==> src/design/lcdns_pkg.sv <==
`timescale 1ns / 1ps
// Shared types, codes and the step table for the character-LCD nibble sequencer.
// No dependencies; imported by every module of the block.
package lcdns_pkg;

	// request kinds as they arrive on the input channel
	localparam logic [2:0] KIND_INIT   = 3'd0;
	localparam logic [2:0] KIND_CMD    = 3'd1;
	localparam logic [2:0] KIND_CHAR   = 3'd2;
	localparam logic [2:0] KIND_CURSOR = 3'd3;
	localparam logic [2:0] KIND_CLEAR  = 3'd4;

	// classified operations carried from front to back
	localparam logic [2:0] OP_INIT     = 3'd0;
	localparam logic [2:0] OP_BYTE     = 3'd1;
	localparam logic [2:0] OP_CLR_BYTE = 3'd2;
	localparam logic [2:0] OP_CLEAR    = 3'd3;
	localparam logic [2:0] OP_ERROR    = 3'd4;

	// configuration register indexes
	localparam logic REG_STROBE_HIGH   = 1'b0;
	localparam logic REG_STROBE_SETTLE = 1'b1;

	localparam logic [7:0] STROBE_HIGH_RST   = 8'd10;
	localparam logic [9:0] STROBE_SETTLE_RST = 10'd100;

	localparam logic [7:0] CMD_FUNC_SET  = 8'h28;
	localparam logic [7:0] CMD_DISP_ON   = 8'h0E;
	localparam logic [7:0] CMD_CLEAR     = 8'h01;
	localparam logic [7:0] CMD_ENTRY     = 8'h06;
	localparam logic [7:0] CMD_ROW1      = 8'h80;
	localparam logic [7:0] CMD_ROW2      = 8'hC0;
	localparam logic [3:0] NIB_WAKE      = 4'h3;
	localparam logic [3:0] NIB_4BIT      = 4'h2;
	localparam logic [15:0] WAIT_POWER   = 16'd60000;
	localparam logic [15:0] WAIT_WAKE1   = 16'd6000;
	localparam logic [15:0] WAIT_WAKE2   = 16'd150;
	localparam logic [15:0] WAIT_CLEAR   = 16'd2000;

	localparam int STEP_W     = 4;
	localparam int FIFO_DEPTH = 2;

	typedef struct packed {
		logic [2:0] op;
		logic       rs;
		logic [7:0] data;
	} op_t;

	typedef struct packed {
		logic        strobe_res;
		logic        rs;
		logic [3:0]  nibble;
		logic [15:0] wait_after_us;
		logic        error;
		logic        last;
	} res_t;

	function automatic res_t byte_step(logic rs, logic [7:0] b, logic lo,
			logic [15:0] wait_lo, logic fin);
		res_t r;
		r.strobe_res    = 1'b1;
		r.rs            = rs;
		r.nibble        = lo ? b[3:0] : b[7:4];
		r.wait_after_us = lo ? wait_lo : 16'd0;
		r.error         = 1'b0;
		r.last          = lo & fin;
		return r;
	endfunction

	function automatic res_t init_step(logic [STEP_W-1:0] step);
		res_t r;
		r = byte_step(1'b0, 8'h00, 1'b0, 16'd0, 1'b0);
		case (step)
			4'd0: begin
				r.strobe_res    = 1'b0;
				r.wait_after_us = WAIT_POWER;
			end
			4'd1: begin
				r.nibble        = NIB_WAKE;
				r.wait_after_us = WAIT_WAKE1;
			end
			4'd2: begin
				r.nibble        = NIB_WAKE;
				r.wait_after_us = WAIT_WAKE2;
			end
			4'd3: r.nibble = NIB_WAKE;
			4'd4: r.nibble = NIB_4BIT;
			4'd5: r.nibble = CMD_FUNC_SET[7:4];
			4'd6: r.nibble = CMD_FUNC_SET[3:0];
			4'd7: r.nibble = CMD_DISP_ON[7:4];
			4'd8: r.nibble = CMD_DISP_ON[3:0];
			4'd9: r.nibble = CMD_CLEAR[7:4];
			4'd10: begin
				r.nibble        = CMD_CLEAR[3:0];
				r.wait_after_us = WAIT_CLEAR;
			end
			4'd11: r.nibble = CMD_ENTRY[7:4];
			default: begin
				r.nibble = CMD_ENTRY[3:0];
				r.last   = 1'b1;
			end
		endcase
		return r;
	endfunction

	// one result of an operation at a given step
	function automatic res_t step_result(op_t o, logic [STEP_W-1:0] step);
		res_t r;
		r = '0;
		case (o.op)
			OP_INIT:  r = init_step(step);
			OP_BYTE:  r = byte_step(o.rs, o.data, step[0], 16'd0, 1'b1);
			OP_CLEAR: r = byte_step(1'b0, CMD_CLEAR, step[0], WAIT_CLEAR, 1'b1);
			OP_CLR_BYTE: begin
				if (step[1])
					r = byte_step(1'b0, o.data, step[0], 16'd0, 1'b1);
				else
					r = byte_step(1'b0, CMD_CLEAR, step[0], WAIT_CLEAR, 1'b0);
			end
			default: begin
				r.error = 1'b1;
				r.last  = 1'b1;
			end
		endcase
		return r;
	endfunction

endpackage

==> src/design/lcdns_front.sv <==
`timescale 1ns / 1ps
// Front part: takes requests, classifies them into operations, holds one in a register.
// Depends on lcdns_pkg.
module lcdns_front
	import lcdns_pkg::*;
(
	input  logic       clk,
	input  logic       arst_n,
	input  logic       in_valid,
	output logic       in_stall,
	input  logic [2:0] kind,
	input  logic [7:0] value,
	input  logic [1:0] row,
	input  logic [5:0] column,
	input  logic       clear_first,
	output logic       push_valid,
	output op_t        push_entry,
	input  logic       push_ready
);

	logic       valid_s1;
	op_t        entry_s1;
	op_t        cls;
	logic       keep;
	logic [5:0] col_m1;
	logic       accept;

	assign col_m1 = column - 6'd1;

	always_comb begin
		cls      = '0;
		keep     = 1'b1;
		cls.op   = OP_BYTE;
		cls.data = value;
		case (kind)
			KIND_INIT: cls.op = OP_INIT;
			KIND_CMD:  cls.rs = 1'b0;
			KIND_CHAR: cls.rs = 1'b1;
			KIND_CURSOR: begin
				cls.data = ((row == 2'd1) ? CMD_ROW1 : CMD_ROW2) | {2'b00, col_m1};
				if (row == 2'd0 || column == 6'd0)
					cls.op = OP_ERROR;
				else if (row == 2'd3) begin
					cls.op = OP_CLEAR;
					keep   = clear_first;
				end else if (clear_first)
					cls.op = OP_CLR_BYTE;
			end
			KIND_CLEAR: cls.op = OP_CLEAR;
			default: keep = 1'b0;
		endcase
	end

	assign in_stall   = valid_s1 && !push_ready;
	assign accept     = in_valid && !in_stall;
	assign push_valid = valid_s1;
	assign push_entry = entry_s1;

	always_ff @(posedge clk or negedge arst_n) begin
		if (!arst_n) begin
			valid_s1 <= 1'b0;
		end else if (!valid_s1 || push_ready) begin
			valid_s1 <= accept && keep;
		end
	end

	always_ff @(posedge clk) begin
		if (!valid_s1 || push_ready) begin
			entry_s1 <= cls;
		end
	end

endmodule

==> src/design/lcdns_fifo.sv <==
`timescale 1ns / 1ps
// Short queue of classified operations between the front and back parts.
// Depends on lcdns_pkg.
module lcdns_fifo
	import lcdns_pkg::*;
#(
	parameter int DEPTH = FIFO_DEPTH
) (
	input  logic clk,
	input  logic arst_n,
	input  logic push_valid,
	input  op_t  push_entry,
	output logic push_ready,
	output logic pop_valid,
	output op_t  pop_entry,
	input  logic pop
);

	localparam int PTR_W = (DEPTH > 1) ? $clog2(DEPTH) : 1;
	localparam int CNT_W = $clog2(DEPTH + 1);

	op_t              mem_q [DEPTH];
	logic [PTR_W-1:0] wr_ptr_q;
	logic [PTR_W-1:0] rd_ptr_q;
	logic [CNT_W-1:0] count_q;
	logic             do_push;
	logic             do_pop;

	assign push_ready = (count_q != CNT_W'(DEPTH));
	assign pop_valid  = (count_q != '0);
	assign pop_entry  = mem_q[rd_ptr_q];
	assign do_push    = push_valid && push_ready;
	assign do_pop     = pop && pop_valid;

	function automatic logic [PTR_W-1:0] wrap_inc(logic [PTR_W-1:0] p);
		return (p == PTR_W'(DEPTH - 1)) ? '0 : p + PTR_W'(1);
	endfunction

	always_ff @(posedge clk or negedge arst_n) begin
		if (!arst_n) begin
			wr_ptr_q <= '0;
			rd_ptr_q <= '0;
			count_q  <= '0;
		end else begin
			if (do_push)
				wr_ptr_q <= wrap_inc(wr_ptr_q);
			if (do_pop)
				rd_ptr_q <= wrap_inc(rd_ptr_q);
			if (do_push && !do_pop)
				count_q <= count_q + CNT_W'(1);
			else if (do_pop && !do_push)
				count_q <= count_q - CNT_W'(1);
		end
	end

	always_ff @(posedge clk) begin
		if (do_push)
			mem_q[wr_ptr_q] <= push_entry;
	end

endmodule

==> src/design/lcdns_back.sv <==
`timescale 1ns / 1ps
// Back part: steps the head op into an output register, one nibble result per cycle unless stalled.
// Depends on lcdns_pkg.
module lcdns_back
	import lcdns_pkg::*;
(
	input  logic clk,
	input  logic arst_n,
	input  logic op_valid,
	input  op_t  op_entry,
	output logic op_pop,
	output logic out_valid,
	input  logic out_stall,
	output res_t res
);

	logic [STEP_W-1:0] step_q;
	logic              out_valid_q;
	res_t              res_q;
	res_t              nxt;
	logic              load;

	assign nxt       = step_result(op_entry, step_q);
	assign load      = op_valid && (!out_valid_q || !out_stall);
	assign op_pop    = load && nxt.last;
	assign out_valid = out_valid_q;
	assign res       = res_q;

	always_ff @(posedge clk or negedge arst_n) begin
		if (!arst_n) begin
			step_q      <= '0;
			out_valid_q <= 1'b0;
		end else begin
			if (load)
				step_q <= nxt.last ? '0 : step_q + STEP_W'(1);
			if (!out_valid_q || !out_stall)
				out_valid_q <= op_valid;
		end
	end

	always_ff @(posedge clk) begin
		if (load)
			res_q <= nxt;
	end

endmodule

==> src/design/char_lcd_nibble_sequencer_top.sv <==
`timescale 1ns / 1ps
// Character-LCD nibble sequencer, top level. An input transfer passes the front register, queue
// and output register on its way to the first result. Throughput: one result per cycle unless
// stalled; an item yields 1 to 13 results, counted by the back-part step counter. Reset (arst_n
// low, asynchronous) empties those three and sets strobe timing to 10 us high, 100 us settle.
// Depends on lcdns_pkg, lcdns_front, lcdns_fifo, lcdns_back.
module char_lcd_nibble_sequencer_top
	import lcdns_pkg::*;
#(
	parameter int QUEUE_DEPTH = FIFO_DEPTH
) (
	input  logic        clk,
	input  logic        arst_n,
	// configuration write port
	input  logic        wr_en,
	input  logic        wr_index,
	input  logic [9:0]  wr_data,
	// request channel
	input  logic        in_valid,
	output logic        in_stall,
	input  logic [2:0]  kind,
	input  logic [7:0]  value,
	input  logic [1:0]  row,
	input  logic [5:0]  column,
	input  logic        clear_first,
	// result channel
	output logic        out_valid,
	input  logic        out_stall,
	output logic        strobe_res,
	output logic        rs,
	output logic [3:0]  nibble,
	output logic [15:0] wait_after_us,
	output logic        error,
	output logic        last
);

	// Strobe timing registers. Results carry only the extra wait per step; the
	// standard enable-high and settle times live here for the bus driver.
	logic [7:0] strobe_high_q;
	logic [9:0] strobe_settle_q;

	always_ff @(posedge clk or negedge arst_n) begin
		if (!arst_n) begin
			strobe_high_q   <= STROBE_HIGH_RST;
			strobe_settle_q <= STROBE_SETTLE_RST;
		end else if (wr_en) begin
			case (wr_index)
				REG_STROBE_HIGH:   strobe_high_q   <= wr_data[7:0];
				REG_STROBE_SETTLE: strobe_settle_q <= wr_data;
				default: ;
			endcase
		end
	end

	logic push_valid;
	logic push_ready;
	op_t  push_entry;
	logic pop_valid;
	logic pop;
	op_t  pop_entry;
	res_t res;

	// Classify each transfer; requests that produce nothing are dropped here.
	lcdns_front u_front (
		.clk         (clk),
		.arst_n      (arst_n),
		.in_valid    (in_valid),
		.in_stall    (in_stall),
		.kind        (kind),
		.value       (value),
		.row         (row),
		.column      (column),
		.clear_first (clear_first),
		.push_valid  (push_valid),
		.push_entry  (push_entry),
		.push_ready  (push_ready)
	);

	// Decouple the two sides so the front keeps accepting while the back expands.
	lcdns_fifo #(
		.DEPTH (QUEUE_DEPTH)
	) u_fifo (
		.clk        (clk),
		.arst_n     (arst_n),
		.push_valid (push_valid),
		.push_entry (push_entry),
		.push_ready (push_ready),
		.pop_valid  (pop_valid),
		.pop_entry  (pop_entry),
		.pop        (pop)
	);

	// Expand the head operation into its ordered nibble strobes.
	lcdns_back u_back (
		.clk       (clk),
		.arst_n    (arst_n),
		.op_valid  (pop_valid),
		.op_entry  (pop_entry),
		.op_pop    (pop),
		.out_valid (out_valid),
		.out_stall (out_stall),
		.res       (res)
	);

	assign strobe_res    = res.strobe_res;
	assign rs            = res.rs;
	assign nibble        = res.nibble;
	assign wait_after_us = res.wait_after_us;
	assign error         = res.error;
	assign last          = res.last;

endmodule

==> config.mk <==
export PLATFORM = sky130hd
export DESIGN_NAME = char_lcd_nibble_sequencer_top
export DESIGN_NICKNAME = d
export VERILOG_FILES = /design/src/design/lcdns_pkg.sv /design/src/design/lcdns_front.sv /design/src/design/lcdns_fifo.sv /design/src/design/lcdns_back.sv /design/src/design/char_lcd_nibble_sequencer_top.sv
export SDC_FILE = /design/constraint.sdc
export NUM_CORES = 1
export LEC_CHECK = 0
export ABC_CLOCK_PERIOD_IN_PS = 3400
export BUFFER_PORTS_ARGS = -buffer_cell sky130_fd_sc_hd__buf_2
export CAP_MARGIN = 10
export CELL_PAD_IN_SITES_DETAIL_PLACEMENT = 1
export CELL_PAD_IN_SITES_GLOBAL_PLACEMENT = 1
export CORE_MARGIN = 2
export CORE_UTILIZATION = 45
export CTS_BUF_LIST = sky130_fd_sc_hd__clkbuf_8
export DETAILED_ROUTE_END_ITERATION = 7
export PLACE_DENSITY_LB_ADDON = 0.3
export RECOVER_POWER = 100
export SYNTH_ARGS = -nofsm -noshare
export SYNTH_HDL_FRONTEND = slang
export SYNTH_HIERARCHICAL = 1
export SYNTH_SLANG_ARGS = --single-unit
==> constraint.sdc <==
create_clock -name clk -period 3.4 [get_ports clk]
set_clock_uncertainty 0.05 [all_clocks]
set_input_delay 0.68 -clock clk [delete_from_list [all_inputs] [get_ports clk]]
set_output_delay 0.68 -clock clk [all_outputs]
set_load 0.01 [all_outputs]
### Word-level counts from Yosys, hierarchy flattened

Memories as Yosys holds them, arrays and structs flattened.
Cells that the tools add are included.

* register bits: 46
* bits in latches: 0
* RAM bits: 24
* memory bits (read-only): 0
* input port bits: 36
* output and inout port bits: 26
* logic and storage cells: 103
* memories: 1

Memory list
* u_fifo.mem_q: words 2, width 12, rd ports 1, clocked after Yosys merged registers in 0, write ports 1, line lcdns_fifo.sv:22 `op_t mem_q [DEPTH];`

* add/subtract/negate cells: 6
* $mul: 0
* divide/modulo/power cells: 0
* order comparisons: 0
* equality and inequality tests: 21
* shifts and indexed selects: 0
* mux-type cells: 27
* bitwise operators: 1
* reduce and logical (&&, ||, !) cells: 32

Operator list (number)
* 22-bit one-hot mux with 4 select lines: 1
* 16-bit one-hot mux with 4 select lines: 1
* 4-bit one-hot mux with 6 select lines: 1
* 22-bit two-way mux: 1
* 4-bit by 3-bit == test with 1-bit output (second input constant): 4
* 4-bit == test (second input constant): 4
* 3-bit by 2-bit == test with 1-bit output (second input constant): 4
* 12-bit OR reduction: 1
* 11-bit two-way mux: 1
* 1-bit two-way mux: 10
* 1-bit logical AND: 9
* 3-bit one-hot mux with 3 select lines: 1
* 4-bit by 2-bit == test with 1-bit output (second input constant): 2
* 4-bit two-way mux: 2
* 8-bit two-way mux: 1
* 8-bit by 6-bit bitwise OR with 8-bit output: 1
* 4-bit OR reduction: 2
* 1-bit zero test: 7
* 7-bit two-way mux: 1
* 3-bit by 1-bit == test with 1-bit output (second input constant): 2
* 3-bit zero test: 2
* 6-bit zero test: 1
* 2-bit two-way mux: 3
* 3-bit two-way mux: 2
* 18 further kinds: 23

### Longest topological paths before layout

Gate-level depths: netlist of the first run.

* depth after elaboration: 9
* gate-level depth with buffers: 12
* depth with buffers taken out: 11

### By module

The synthesis of the first run kept the hierarchy.

Modules (own cells, without submodules)
* lcdns_back: times used 1, cells each 121, area each 1270.0 um^2, seq. area each 605.6 um^2
* lcdns_fifo: times used 1, cells each 55, area each 1078.5 um^2, seq. area each 820.8 um^2
* lcdns_front: times used 1, cells each 66, area each 724.4 um^2, seq. area each 385.4 um^2

### Least setup slack after synthesis of the first run

No wires, ideal clock.

* kind: register to register
* from: register u_fifo.rd_ptr_q
* to: register u_fifo.count_q[1]
* library setup time: 0.079 ns
* arrival time: 2.460 ns
* data required time: 3.271 ns
* path slack: 0.811 ns
* cell stages (with the launch flop): 12
* buffers on the path: 3
* clock period less this slack: 2.589 ns
* cells stage by stage: dfrtp_1 buf_6 mux2_2 buf_6 or3_4 buf_6 o21ai_2 and2_1 nand2_4 ha_1 nor2_1 xor2_1

RTL lines
* from (decl): line lcdns_fifo.sv:24 `logic [PTR_W-1:0] rd_ptr_q;`
* from (signal assigned): line lcdns_fifo.sv:48 `rd_ptr_q <= wrap_inc(rd_ptr_q);`
* to (signal assigned): line lcdns_fifo.sv:50 `count_q <= count_q + CNT_W'(1);`
* to (signal assigned): line lcdns_fifo.sv:52 `count_q <= count_q - CNT_W'(1);`
* to (decl): line lcdns_fifo.sv:25 `logic [CNT_W-1:0] count_q;`

==> results of run 1 <==
## final timing paths
kind	endpoint	from	depth (start not counted)	slack [ps]
worst max-delay path	u_fifo/count_q[1]	u_back/step_q[0]	11	560
min in group clk	u_fifo/mem_q[0][11]	u_front/push_entry[11]	0	400
worst min-delay path	u_fifo/count_q[1]	arst_n	1	270
max in group asynchronous	u_back/step_q[3]	arst_n	1	2630
worst min register to register	u_fifo/mem_q[0][11]	u_front/push_entry[11]	0	400
worst max register to register	u_fifo/count_q[1]	u_back/step_q[0]	11	560
## per-stage QoR
step / power (uW) / area (um^2) / util, %
finish: 2840 / 3430 / 51.3
CTS: 2940 / 3490 / 52.3
floorplan: 2050 / 3080 / -
detailed placement: 2310 / 3300 / 49.3
global placement: 2260 / 3300 / 49.3
global route: 3030 / 3430 / 51.3
## final cells by class
| class | count | area [um^2] | share of cell area, % |
|---|---|---|---|
| multi-input combinational | 144 | 1030 | 30.1 |
| tap | 80 | 100 | 2.92 |
| clock buffer | 9 | 124 | 3.61 |
| timing repair buffer | 50 | 216 | 6.32 |
| inverter | 19 | 71.3 | 2.08 |
| clock inverter | 7 | 72.6 | 2.12 |
| sequential | 62 | 1810 | 52.9 |
## per-layer routing
layer / up-vias / global-route usage, % / wire, um
met1: 928 / 17.2 / 2280
li1: 967 / - / -
met5: - / 0 / 0
met4: 0 / 5.97 / 67
met2: 58 / 29.6 / 2870
met3: 6 / 5.14 / 299
## kinds of logic after synthesis
kind of cell	after synthesis
compound gates	41
buf+inv	37
simple gates	68
flops	62
fa+ha+maj	8
xor+xnor	8
mux	17
other cells	1
## registers in the layout, summed over array words and instances, names as in the netlist
| signal | cells |
|---|---|
| u_back/res | 16 |
| u_back/out_valid | 1 |
| u_back/step_q | 4 |
| u_fifo/wr_ptr_q | 1 |
| u_front/push_entry | 12 |
| u_fifo/mem_q | 24 |
| u_fifo/rd_ptr_q | 1 |
| u_front/push_valid | 1 |
| u_fifo/count_q | 2 |
## synth_stat cells (2+ instances only)
cell type	count	area, um^2
edfxtp_1	52	1560
nor2_1	10	37.5
buf_2	4	20.0
buf_4	8	60.1
and3b_1	2	17.5
xnor2_1	6	52.6
xor2_1	2	17.5
or2_2	2	12.5
inv_1	19	71.3
and3_1	2	12.5
nor3b_1	4	30.0
ha_1	7	87.6
nor3_1	3	15.0
a211oi_1	2	15.0
nor4_1	2	12.5
nand2_1	19	71.3
mux2i_1	5	50.1
a21oi_1	3	15.0
a32o_1	2	20.0
dfrtp_1	10	250
o211ai_1	3	22.5
nand2b_1	3	18.8
nand4_1	3	18.8
nand3_1	4	20.0
nor2b_1	2	12.5
and2_1	2	12.5
a31oi_1	4	25.0
nand3b_1	2	15.0
buf_6	4	45.0
o21ai_1	5	25.0
o21ai_0	6	30.0
mux2_2	12	135
o22ai_1	2	12.5
## critical path, stage by stage (launching register included)
cell and delay, ps:
dfrtp_1 660, inv_1 200, ha_1 320, nor2_1 190, a32oi_1 200, o21ai_2 240, and2_0 220, nand2_4 70
ha_1 200, xor2_1 140, nor2_1 120, xor2_1 150
## power by group through the flow
| stage | clock [uW] | sequential (uW) | combinational (uW) |
|---|---|---|---|
| detailed placement | 0 | 1290 | 1020 |
| finish | 616 | 1280 | 949 |
| global route | 665 | 1310 | 1060 |
| global placement | 0 | 1270 | 991 |
| CTS | 636 | 1280 | 1020 |
| floorplan | 0 | 1300 | 756 |
## cells in the final DEF (no fill, tap or decap), types with 3 or more instances in the layout
| master | n |
|---|---|
| a21oi_1 | 3 |
| a31oi_1 | 4 |
| buf_2 | 20 |
| clkbuf_1 | 29 |
| clkbuf_8 | 9 |
| dfrtp_1 | 10 |
| edfxtp_1 | 52 |
| ha_1 | 7 |
| inv_1 | 19 |
| mux2_2 | 10 |
| mux2i_1 | 5 |
| nand2_1 | 19 |
| nand2b_1 | 4 |
| nand3_1 | 4 |
| nand4_1 | 3 |
| nor2_1 | 10 |
| nor3_1 | 3 |
| nor3b_1 | 4 |
| nor4_1 | 3 |
| o211ai_1 | 3 |
| o21ai_0 | 11 |
| xnor2_1 | 6 |
==> impl_summary.txt, run 1 <==
----------------------------------------------------
[Route]
  Routed wire length per instance ... 14.9 um
  Post-route DRC ... 0
  First-pass DRT Iterations ... 4
  Initial drt markers ... 58
  Vias per Instance ... 5.28
  Number of nets with antenna violations after routing ... 0
  Routed WL ... 5520 um
  Via Count ... 1959

[Outcome]
  Status ... complete, no violations

[Worst hold path]
  Type of the worst min-delay path ... input port to async pin

[Synth]
  Mux share of post-synthesis cell area ... 6.03%
  Mean cell area of the mapped netlist ... 12.7 um^2
  Fraction of the mapped netlist area in adder cells ... 3.18%
  Yosys synthesis warning count ... 6
  Post-synthesis compound-gate area fraction ... 9.53%
  Primary FF master, synth ... edfxtp_1
  Count of flip-flops with a built-in enable after synthesis ... 52
  Post-synthesis share of cell area spent on and, or, nand and nor gates ... 13.1%
  Post-Syn Instances ... 242
  Number of different library cells in the post-synthesis netlist ... 59
  Number of storage elements in the synthesis netlist ... 62
  Post-synthesis share of cell area spent on xor and xnor gates ... 2.28%
  Sequential share of the synthesized area ... 59.0%
  Async SR Flop Fraction ... 16.1%
  Main combinational cell family by area after synthesis ... simple AND/OR/NAND/NOR gates
  Mapped Area ... 3070 um^2

[Floorplanning]
  Starting density of the core ... 46.0%
  Width of the chip ... 86.6 um
  Standard-cell row count ... 30
  Top-Level Pins ... 62
  Die height ... 86.6 um
  Area of the die ... 7510 um^2
  Core Region ... 6680 um^2

[Timing]
  Slew of the pin with the lowest slew margin ... 1010 ps
  Final setup vio count ... 0
  Final Max Slew Viols ... 0
  Max transition margin ... 32.5%
  Final worst hold slack ... 270 ps
  Portion of the clock cycle consumed by the worst path in the final layout ... 83.4%
  Min Tclk post-route ... 2840 ps
  Setup repair after global routing missed its margin ... no
  Fmax ... 353 MHz
  Setup_tns ... 0 ps
  Number of failing hold endpoints at the final stage ... 0
  Worst setup slack after layout ... 564 ps

[Power]
  Power per unit of standard cell area ... 830 nW/um^2
  Net switching power figure ... 998 uW
  Part of the power in the clock network ... 21.7%
  Highest ir drop seen on vdd ... 233 uV
  Internal ... 1840 uW
  Switching power as a share of total power ... 35.1%
  Sequential share of power ... 44.9%
  Relative contribution of combinational cells to total power ... 33.4%
  P_leak ... 0.00134 uW

[Place]
  Placed Cells ... 355
  Worst slack at placement ... 632 ps
  Port buffer count ... 47
  Last weighted congestion value of the routability-driven placer ... 0.903
  Placed wire-length estimate ... 4140 um

[Cells and area]
  Proportion of layout cells with a drive suffix above 1 ... 18.9%
  Total Nets Final ... 329
  Number of fill cells in the layout ... 738
  Antenna Diode Count ... 0
  Layout-stage area growth over the synthesis result ... 11.5%
  Non-filler cells in the finished layout ... 371

[GRT]
  Number of antenna violations at the first check in global routing ... 0
  Via count of the first global-routing pass ... 2014
  Pin count of the biggest net entering global routing ... 22
  First-pass GRT wire length ... 9210 um
  Overflow left after global routing ... 0
  Global Route Usage Sum ... 16.1%

[Clocking]
  CTS tree ... yes
  Clock insertion delay at the later pin of the skew report ... 330 ps
  Number of H-tree levels ... 3
  Clock input transition at the sequential cells of the worst setup and hold paths ... 70 ps
  Setup Fix Bufs, Post-CTS ... 0
  Hold buffer count at cts ... 0
  Inserted Clock Buffers ... 9
  Clock Sinks ... 62
  Longest Clk Path Bufs ... 2
  Resize count post-CTS ... 0
  CTS root buf ... clkbuf_8

[Worst setup path]
  Critical path capture point type ... flop
  Required time at the worst-slack endpoint ... 3610 ps
  Category of the critical setup timing path ... flop to flop
  Data arrival time of the critical path ... 3050 ps
  Max FO, Critical Path ... 11
  Launching element type of the critical path ... flop

[Job]
  Count of max-cap constraint violations ... 0

----------------------------------------------------
(Power assumes the default switching activity.)
==> run 2, diff against run 1 <==
- ABC_AREA: default -> 1
- ABC_CLOCK_PERIOD_IN_PS: 3400 -> 2500
- CORE_UTILIZATION: 45 -> 39
- clock period: 3.4 -> 2.5 ns (I/O delays scaled with it)
==> run 2 against run 1 <==
  * Fmax grew 24%
  * Area after synthesis hardly changed
  * Critical path depth grew 1
  * First-iteration DRC count fell by 21%
  * Final area is 3.1% higher
  * Clock power increased by 39%
  * Die area is 15% higher
  * Setup slack worse by 360 ps
  * Critical endpoint unchanged
  * Combinational power grew 58%
==> impl_summary.txt, run 2 <==
----------------------------------------------------
[Route]
  Routed WL ... 6160 um (was 5520 um)
  Initial drt markers ... 46 (was 58)
  Number of nets with antenna violations after routing ... 0 (unchanged)
  First-pass DRT Iterations ... 4 (unchanged)
  Post-route DRC ... 0 (unchanged)
  Via Count ... 2265 (was 1959)
  Vias per Instance ... 4.75 (was 5.28)
  Routed wire length per instance ... 12.9 um (was 14.9 um)

[Power]
  Part of the power in the clock network ... 21.0% (was 21.7%)
  Relative contribution of combinational cells to total power ... 36.9% (was 33.4%)
  Internal ... 2500 uW (was 1840 uW)
  P_leak ... 0.00156 uW (was 0.00134 uW)
  Highest ir drop seen on vdd ... 300 uV (was 233 uV)
  Sequential share of power ... 42.1% (was 44.9%)
  Net switching power figure ... 1570 uW (was 998 uW)
  Switching power as a share of total power ... 38.6% (was 35.1%)
  Power per unit of standard cell area ... 1150 nW/um^2 (was 830 nW/um^2)

[Worst setup path]
  Cell Chain, Critical Path ... inv_1 -> ha_1 -> o21a_1 -> nor2_1 -> nand3_2 -> a21oi_2 -> nand2_2 -> ha_1 -> inv_1 -> nand3_1 -> nand2_1 -> nand2_1 (was inv_1 -> ha_1 -> nor2_1 -> a32oi_1 -> o21ai_2 -> and2_0 -> nand2_4 -> ha_1 -> xor2_1 -> nor2_1 -> xor2_1)
  Cell family with most CP delay ... adder cells (was flip-flops)
  Critical path capture point type ... flop (unchanged)
  CP Buf/Inv Count ... 2 (was 1)
  Max stage delay cell, worst path ... dfrtp_2 (was dfrtp_1)
  Category of the critical setup timing path ... flop to flop (unchanged)
  Data arrival time of the critical path ... 2480 ps (was 3050 ps)
  Max FO, Critical Path ... 6 (was 11)
  Launching element type of the critical path ... flop (unchanged)
  Delay of the slowest cell on the worst path ... 420 ps (was 660 ps)
  Required time at the worst-slack endpoint ... 2690 ps (was 3610 ps)

[Place]
  Last weighted congestion value of the routability-driven placer ... 0.752 (was 0.903)
  Port buffer count ... 47 (unchanged)
  Placed wire-length estimate ... 4700 um (was 4140 um)
  Placed Cells ... 458 (was 355)

[Floorplanning]
  Area of the die ... 8610 um^2 (was 7510 um^2)
  Starting density of the core ... 40.0% (was 46.0%)
  Die height ... 92.8 um (was 86.6 um)
  Width of the chip ... 92.8 um (was 86.6 um)
  Core Region ... 7690 um^2 (was 6680 um^2)
  Top-Level Pins ... 62 (unchanged)
  Standard-cell row count ... 32 (was 30)

[Synth]
  Mapped Area ... 3070 um^2 (about the same)
  Area share of the largest cell type after synthesis ... 50.8% (about the same)
  Post-Syn Instances ... 314 (was 242)
  Mean cell area of the mapped netlist ... 9.79 um^2 (was 12.7 um^2)
  Number of different library cells in the post-synthesis netlist ... 34 (was 59)
  Number of storage elements in the synthesis netlist ... 62 (unchanged)
  Async SR Flop Fraction ... 16.1% (unchanged)
  Yosys synthesis warning count ... 6 (unchanged)
  Cell taking the most area after synthesis ... edfxtp_1 (unchanged)
  Most common cell in the netlist ... nand2_1 (was edfxtp_1)
  Sequential share of the synthesized area ... 58.9% (was 59.0%)
  Leading cell types by total area after synthesis ... edfxtp_1 51%, nand2_1 12%, dfrtp_1 8.1%, inv_1 3.4%, nand3_1 3.4% (was edfxtp_1 51%, dfrtp_1 8.1%, mux2_2 4.4%, ha_1 2.9%, inv_1 2.3%)
  Count of flip-flops with a built-in enable after synthesis ... 52 (unchanged)
  Top cells by instance count after synthesis ... 101 x nand2_1, 52 x edfxtp_1, 28 x inv_1 (was 52 x edfxtp_1, 19 x inv_1, 19 x nand2_1)
  Primary FF master, synth ... edfxtp_1 (unchanged)

[Cells and area]
  Total Nets Final ... 413 (was 329)
  Flip-flop and latch area ... 1820 um^2 (was 1810 um^2)
  Non-filler cells in the finished layout ... 477 (was 371)
  Layout-stage area growth over the synthesis result ... 14.9% (was 11.5%)
  Number of fill cells in the layout ... 918 (was 738)
  Most frequent standard cell in the layout excluding fill and tap cells ... nand2_1 (was edfxtp_1)
  Max reg flops ... 24 (unchanged)
  Leading cell types in the layout, fill and taps excluded ... 103 x nand2_1, 52 x edfxtp_1, 32 x clkbuf_1, 30 x inv_1, 26 x nor2_1 (was 52 x edfxtp_1, 29 x clkbuf_1, 20 x buf_2, 19 x inv_1, 19 x nand2_1)
  Antenna Diode Count ... 0 (unchanged)
  Register name with the most flops ... u_fifo/mem_q (unchanged)
  Proportion of layout cells with a drive suffix above 1 ... 15.7% (was 18.9%)
  Area of the multi-input gates ... 1010 um^2 (was 1030 um^2)

[Timing]
  Fmax ... 436 MHz (was 353 MHz)
  Slew of the pin with the lowest slew margin ... 779 ps (was 1010 ps)
  Portion of the clock cycle consumed by the worst path in the final layout ... 91.7% (was 83.4%)
  Final Max Slew Viols ... 0 (unchanged)
  Number of failing hold endpoints at the final stage ... 0 (unchanged)
  Min Tclk post-route ... 2290 ps (was 2840 ps)
  Setup_tns ... 0 ps (unchanged)
  Max transition margin ... 48.1% (was 32.5%)
  Final setup vio count ... 0 (unchanged)
  Final worst hold slack ... 302 ps (was 270 ps)

[Job]
  Count of max-cap constraint violations ... 0 (unchanged)

[Clocking]
  Clock input transition at the sequential cells of the worst setup and hold paths ... 70 ps (about the same)
  CTS tree ... yes (unchanged)
  Clock insertion delay at the later pin of the skew report ... 340 ps (was 330 ps)
  Inserted Clock Buffers ... 9 (unchanged)
  Clock Sinks ... 62 (unchanged)
  CTS root buf ... clkbuf_8 (unchanged)
  Number of H-tree levels ... 3 (unchanged)
  Longest Clk Path Bufs ... 2 (unchanged)

[Worst hold path]
  Type of the worst min-delay path ... input port to flop (was input port to async pin)

[GRT]
  First-pass GRT wire length ... 10400 um (was 9210 um)
  Number of antenna violations at the first check in global routing ... 0 (unchanged)
  Global Route Usage Sum ... 15.8% (was 16.1%)
  Pin count of the biggest net entering global routing ... 17 (was 22)
  Via count of the first global-routing pass ... 2355 (was 2014)
  Overflow left after global routing ... 0 (unchanged)

[Outcome]
  Status ... complete, no violations (unchanged)

----------------------------------------------------
## run 2: cell types whose count changed in the layout (fill, tap and decap cells not counted), moves of 10 or more
cell     previous run  this run
inv_1              19        30
nand2_1            19       103
nor2_1             10        26
nand3_1             4        21
mux2_2             10         0
## run 2: cell families after synthesis
| family | after synthesis | synth area share, % |
|---|---|---|
| simple gates | 163 | 22.8 |
| flops | 62 | 58.9 |
| buf+inv | 47 | 7.61 |
| compound gates | 27 | 5.41 |
| xor+xnor | 7 | 2.24 |
| fa+ha+maj | 7 | 2.85 |
| other cells | 1 | 0.122 |
## run 2: cell type report
| class | count | area share (%) |
|---|---|---|
| clock buffers | 9 | 3.51 |
| clock inverters | 7 | 1.84 |
| inverters | 33 | 3.51 |
| multi-input cells | 206 | 28.5 |
| flip-flops and latches | 62 | 51.4 |
| well taps | 102 | 3.61 |
| repair buffers | 58 | 7.65 |
## run 2: through the flow
step           worst slack, ps  instance area (um^2)  total power, uW  util (%)
2_1_floorplan              269                  3080             2830         -
3_3_place_gp               200                  3390             3220      44.1
3_5_place_dp               113                  3390             3310      44.1
5_1_grt                  -8.34                  3530             4400      46.0
4_1_cts                   93.5                  3590             4190      46.7
6_report                   208                  3530             4070      46.0
## run 2: timing repair
item / CTS / global route
hold buffers: 1 / 0
buffers inserted: 0 / 2
resized for setup: 0 / 6
hold endpoints to repair: 10 / 0
setup endpoints to repair: 0 / 1
## run 2: power by group through the flow
| stage | Sequential [uW] | Combinational, uW | Clock (uW) |
|---|---|---|---|
| CTS | 1710 | 1590 | 887 |
| finish | 1710 | 1500 | 855 |
| global placement | 1710 | 1520 | 0 |
| floorplan | 1770 | 1050 | 0 |
| global route | 1750 | 1730 | 929 |
| detailed placement | 1730 | 1570 | 0 |
## run 2: final timing paths
path,start,end,slack [ps],cells past startpoint
max reg2reg,u_back/step_q[0],u_fifo/count_q[1],210,12
min,in_valid,u_front/push_valid,300,3
max,u_back/step_q[0],u_fifo/count_q[1],210,12
min in group asynchronous,arst_n,u_back/step_q[3],610,2
max in group asynchronous,arst_n,u_back/step_q[0],1370,2
min reg2reg,u_front/push_entry[8],u_fifo/mem_q[0][8],400,0
## run 2: worst min-delay path: cells and delay by family
family        cells  cell delay, ps
buf+inv           1              70
simple gates      2              90
## run 2: routing by layer
layer	vias to the layer above	wire, um	track usage [%]
li1	1125	-	-
met4	0	157	8.82
met3	11	304	3.91
met1	1072	2440	15.8
met5	-	0	0
met2	57	3260	29.4
==> run 3, diff against run 2 <==
- CORE_UTILIZATION: 39 -> 38
- CTS_BUF_LIST: sky130_fd_sc_hd__clkbuf_8 -> default
- CTS_CLUSTER_DIAMETER: default -> 30
==> run 3 against run 2 <==
  * Fmax is 1.8% lower
  * Register-to-register slack worse by 40 ps
  * Critical path depth stayed put
  * Cell count is 0.21% higher
  * Final area is 0.96% higher
  * Flip-flop and latch count stayed put
  * Die area is 2.5% higher
  * Setup slack worse by 43 ps
  * Sequential share of layout area is 0.49 points lower
  * Critical path type unchanged
==> impl_summary.txt, run 3 (synthesized netlist as in run 2, its figures left out) <==
----------------------------------------------------
[Route]
  Initial drt markers ... 55 (was 46)
  Routed wire length per instance ... 12.9 um (about the same)
  Number of nets with antenna violations after routing ... 0 (unchanged)
  Via Count ... 2249 (was 2265)
  Vias per Instance ... 4.71 (was 4.75)
  First-pass DRT Iterations ... 4 (unchanged)
  Routed WL ... 6150 um (was 6160 um)
  Post-route DRC ... 0 (unchanged)

[Place]
  Last weighted congestion value of the routability-driven placer ... 0.757 (was 0.752)
  Port buffer count ... 47 (unchanged)
  Area post-placement ... 3380 um^2 (was 3390 um^2)
  Placed wire-length estimate ... 4720 um (was 4700 um)

[GRT]
  Global Route Usage Sum ... 15.0% (was 15.8%)
  First-pass GRT wire length ... 10300 um (was 10400 um)
  M1 GR Usage ... 16.0% (was 15.8%)
  Number of antenna violations at the first check in global routing ... 0 (unchanged)
  Via count of the first global-routing pass ... 2264 (was 2355)
  Met2 demand-to-capacity share in global routing ... 28.0% (was 29.4%)
  Pin count of the biggest net entering global routing ... 17 (unchanged)
  Overflow left after global routing ... 0 (unchanged)
  Busiest metal layer after global routing ... met2 (unchanged)
  Met3 capacity usage during global routing ... 2.97% (was 3.91%)

[Timing]
  Portion of the clock cycle consumed by the worst path in the final layout ... 93.4% (was 91.7%)
  Max transition margin ... 48.4% (was 48.1%)
  Final setup vio count ... 0 (unchanged)
  Number of failing hold endpoints at the final stage ... 0 (unchanged)
  Final worst hold slack ... 321 ps (was 302 ps)
  Min Tclk post-route ... 2330 ps (was 2290 ps)
  Fmax ... 428 MHz (was 436 MHz)
  Slew of the pin with the lowest slew margin ... 774 ps (was 779 ps)
  Final Max Slew Viols ... 0 (unchanged)

[Clocking]
  CTS root buf ... clkbuf_8 (unchanged)
  CTS tree ... yes (unchanged)
  Number of H-tree levels ... 3 (unchanged)
  Inserted Clock Buffers ... 9 (unchanged)
  Clock input transition at the sequential cells of the worst setup and hold paths ... 70 ps (about the same)
  Longest Clk Path Bufs ... 2 (unchanged)
  Clock Sinks ... 62 (unchanged)
  Clock insertion delay at the later pin of the skew report ... 330 ps (was 340 ps)

[Cells and area]
  Post-Layout Inst Area ... 3570 um^2 (was 3530 um^2)
  Total Nets Final ... 414 (was 413)
  Leading cell types in the layout, fill and taps excluded ... 103 x nand2_1, 52 x edfxtp_1, 33 x clkbuf_1, 27 x inv_1, 24 x nor2_1 (was 103 x nand2_1, 52 x edfxtp_1, 32 x clkbuf_1, 30 x inv_1, 26 x nor2_1)
  Antenna Diode Count ... 0 (unchanged)
  Number of fill cells in the layout ... 922 (was 918)
  Max reg flops ... 24 (unchanged)
  Layout-stage area growth over the synthesis result ... 16.0% (was 14.9%)
  Proportion of layout cells with a drive suffix above 1 ... 17.6% (was 15.7%)
  Most frequent standard cell in the layout excluding fill and tap cells ... nand2_1 (unchanged)
  Post-route core utilization ... 45.9% (was 46.0%)
  Register name with the most flops ... u_fifo/mem_q (unchanged)

[Floorplanning]
  Die height ... 93.9 um (was 92.8 um)
  Width of the chip ... 93.9 um (was 92.8 um)
  Top-Level Pins ... 62 (unchanged)
  Standard-cell row count ... 32 (unchanged)
  Starting density of the core ... 39.6% (was 40.0%)
  Area of the die ... 8830 um^2 (was 8610 um^2)
  Core Region ... 7770 um^2 (was 7690 um^2)

[Worst setup path]
  Critical path capture point type ... flop (unchanged)
  Max FO, Critical Path ... 6 (unchanged)
  Worst reg2reg setup slack ... 170 ps (was 210 ps)
  Endpoint of the worst-slack reg-to-reg timing path ... u_fifo/count_q[1] (unchanged)
  Data arrival time of the critical path ... 2510 ps (was 2480 ps)
  Required time at the worst-slack endpoint ... 2670 ps (was 2690 ps)
  Path depth of the worst reg2reg path ... 12 (unchanged)
  Launching element type of the critical path ... flop (unchanged)
  Launching point of the worst reg2reg path ... u_back/step_q[0] (unchanged)
  Category of the critical setup timing path ... flop to flop (unchanged)

[Power]
  P_leak ... 0.00157 uW (was 0.00156 uW)
  Power per unit of standard cell area ... 1150 nW/um^2 (about the same)
  Part of the power in the clock network ... 20.6% (was 21.0%)
  Relative contribution of combinational cells to total power ... 37.6% (was 36.9%)
  Internal ... 2560 uW (was 2500 uW)
  Sequential share of power ... 41.8% (was 42.1%)
  Total power draw ... 4110 uW (was 4070 uW)
  Net switching power figure ... 1560 uW (was 1570 uW)
  Switching power as a share of total power ... 37.8% (was 38.6%)
  Highest ir drop seen on vdd ... 354 uV (was 300 uV)

[Worst hold path]
  Worst Hold Endpoint ... u_front/push_valid (unchanged)
  Depth of the worst hold-timing path ... 3 (unchanged)
  Startpoint of the worst hold path ... in_valid (unchanged)
  Type of the worst min-delay path ... input port to flop (unchanged)

[Job]
  Count of max-cap constraint violations ... 0 (unchanged)

[Outcome]
  Status ... complete, no violations (unchanged)

----------------------------------------------------
[run 3: what timing repair did]
| action | CTS | global route |
|---|---|---|
| resized for setup | 1 | 17 |
| endpoints found under the setup margin | 1 | 2 |
| hold buffers | 1 | 0 |
| setup buffers | 0 | 5 |
| pin swaps | 0 | 3 |
| hold endpoints to repair | 10 | 0 |
[run 3: worst max path at each step]
stage	startpoint	endpoint	slack, ps	depth (start not counted)
6_report	u_back/step_q[0]	u_fifo/count_q[1]	170	12
5_1_grt	u_back/step_q[0]	u_fifo/count_q[1]	-1	12
4_1_cts	u_back/step_q[0]	u_fifo/count_q[1]	50	15
3_5_place_dp	u_fifo/rd_ptr_q	u_fifo/count_q[1]	30	16
3_3_place_gp	u_back/step_q[0]	u_fifo/count_q[1]	130	13
2_1_floorplan	u_back/step_q[0]	u_fifo/count_q[1]	270	13
[run 3: per-stage QoR]
step / TNS, ps / worst slack, ps / cells
floorplan: 0 / 269 / 315
global placement: 0 / 133 / 456
detailed placement: 0 / 29.6 / 456
CTS: 0 / 52.3 / 473
global route: -1.01 / -1.01 / 478
finish: 0 / 165 / 478
[run 3: power by group through the flow]
stage                     Combinational (uW)  Clock (uW)  Sequential, uW
after floorplan                         1050           0            1770
after global placement                  1500           0            1710
after detailed placement                1560           0            1730
after CTS                               1580         880            1710
after global routing                    1770         921            1760
final                                   1550         847            1720
[run 3: critical path, cell delays in order, from the launching register on]
cell and delay (ps):
dfrtp_2 430, clkinvlp_4 140, ha_1 270, o21a_1 230, nor2_1 130, nand3_2 140
a21oi_4 190, nand2_2 80, ha_1 300, inv_1 80, nand3_1 70, nand2_1 60
nand2_1 50
[run 3: layout make-up]
cell class / instances / area (um^2) / area share [%]
inverters: 33 / 133 / 3.72
clock inverters: 4 / 47.5 / 1.33
flip-flops and latches: 62 / 1820 / 50.9
multi-input cells: 206 / 1020 / 28.6
repair buffers: 59 / 279 / 7.82
clock buffers: 12 / 145 / 4.07
well taps: 102 / 128 / 3.58
[run 3: metal layers]
| layer | vias to the layer above | wire (um) |
|---|---|---|
| li1 | 1135 | - |
| met1 | 1052 | 2490 |
| met2 | 54 | 3310 |
| met3 | 8 | 255 |
| met4 | 0 | 95 |
| met5 | - | 0 |
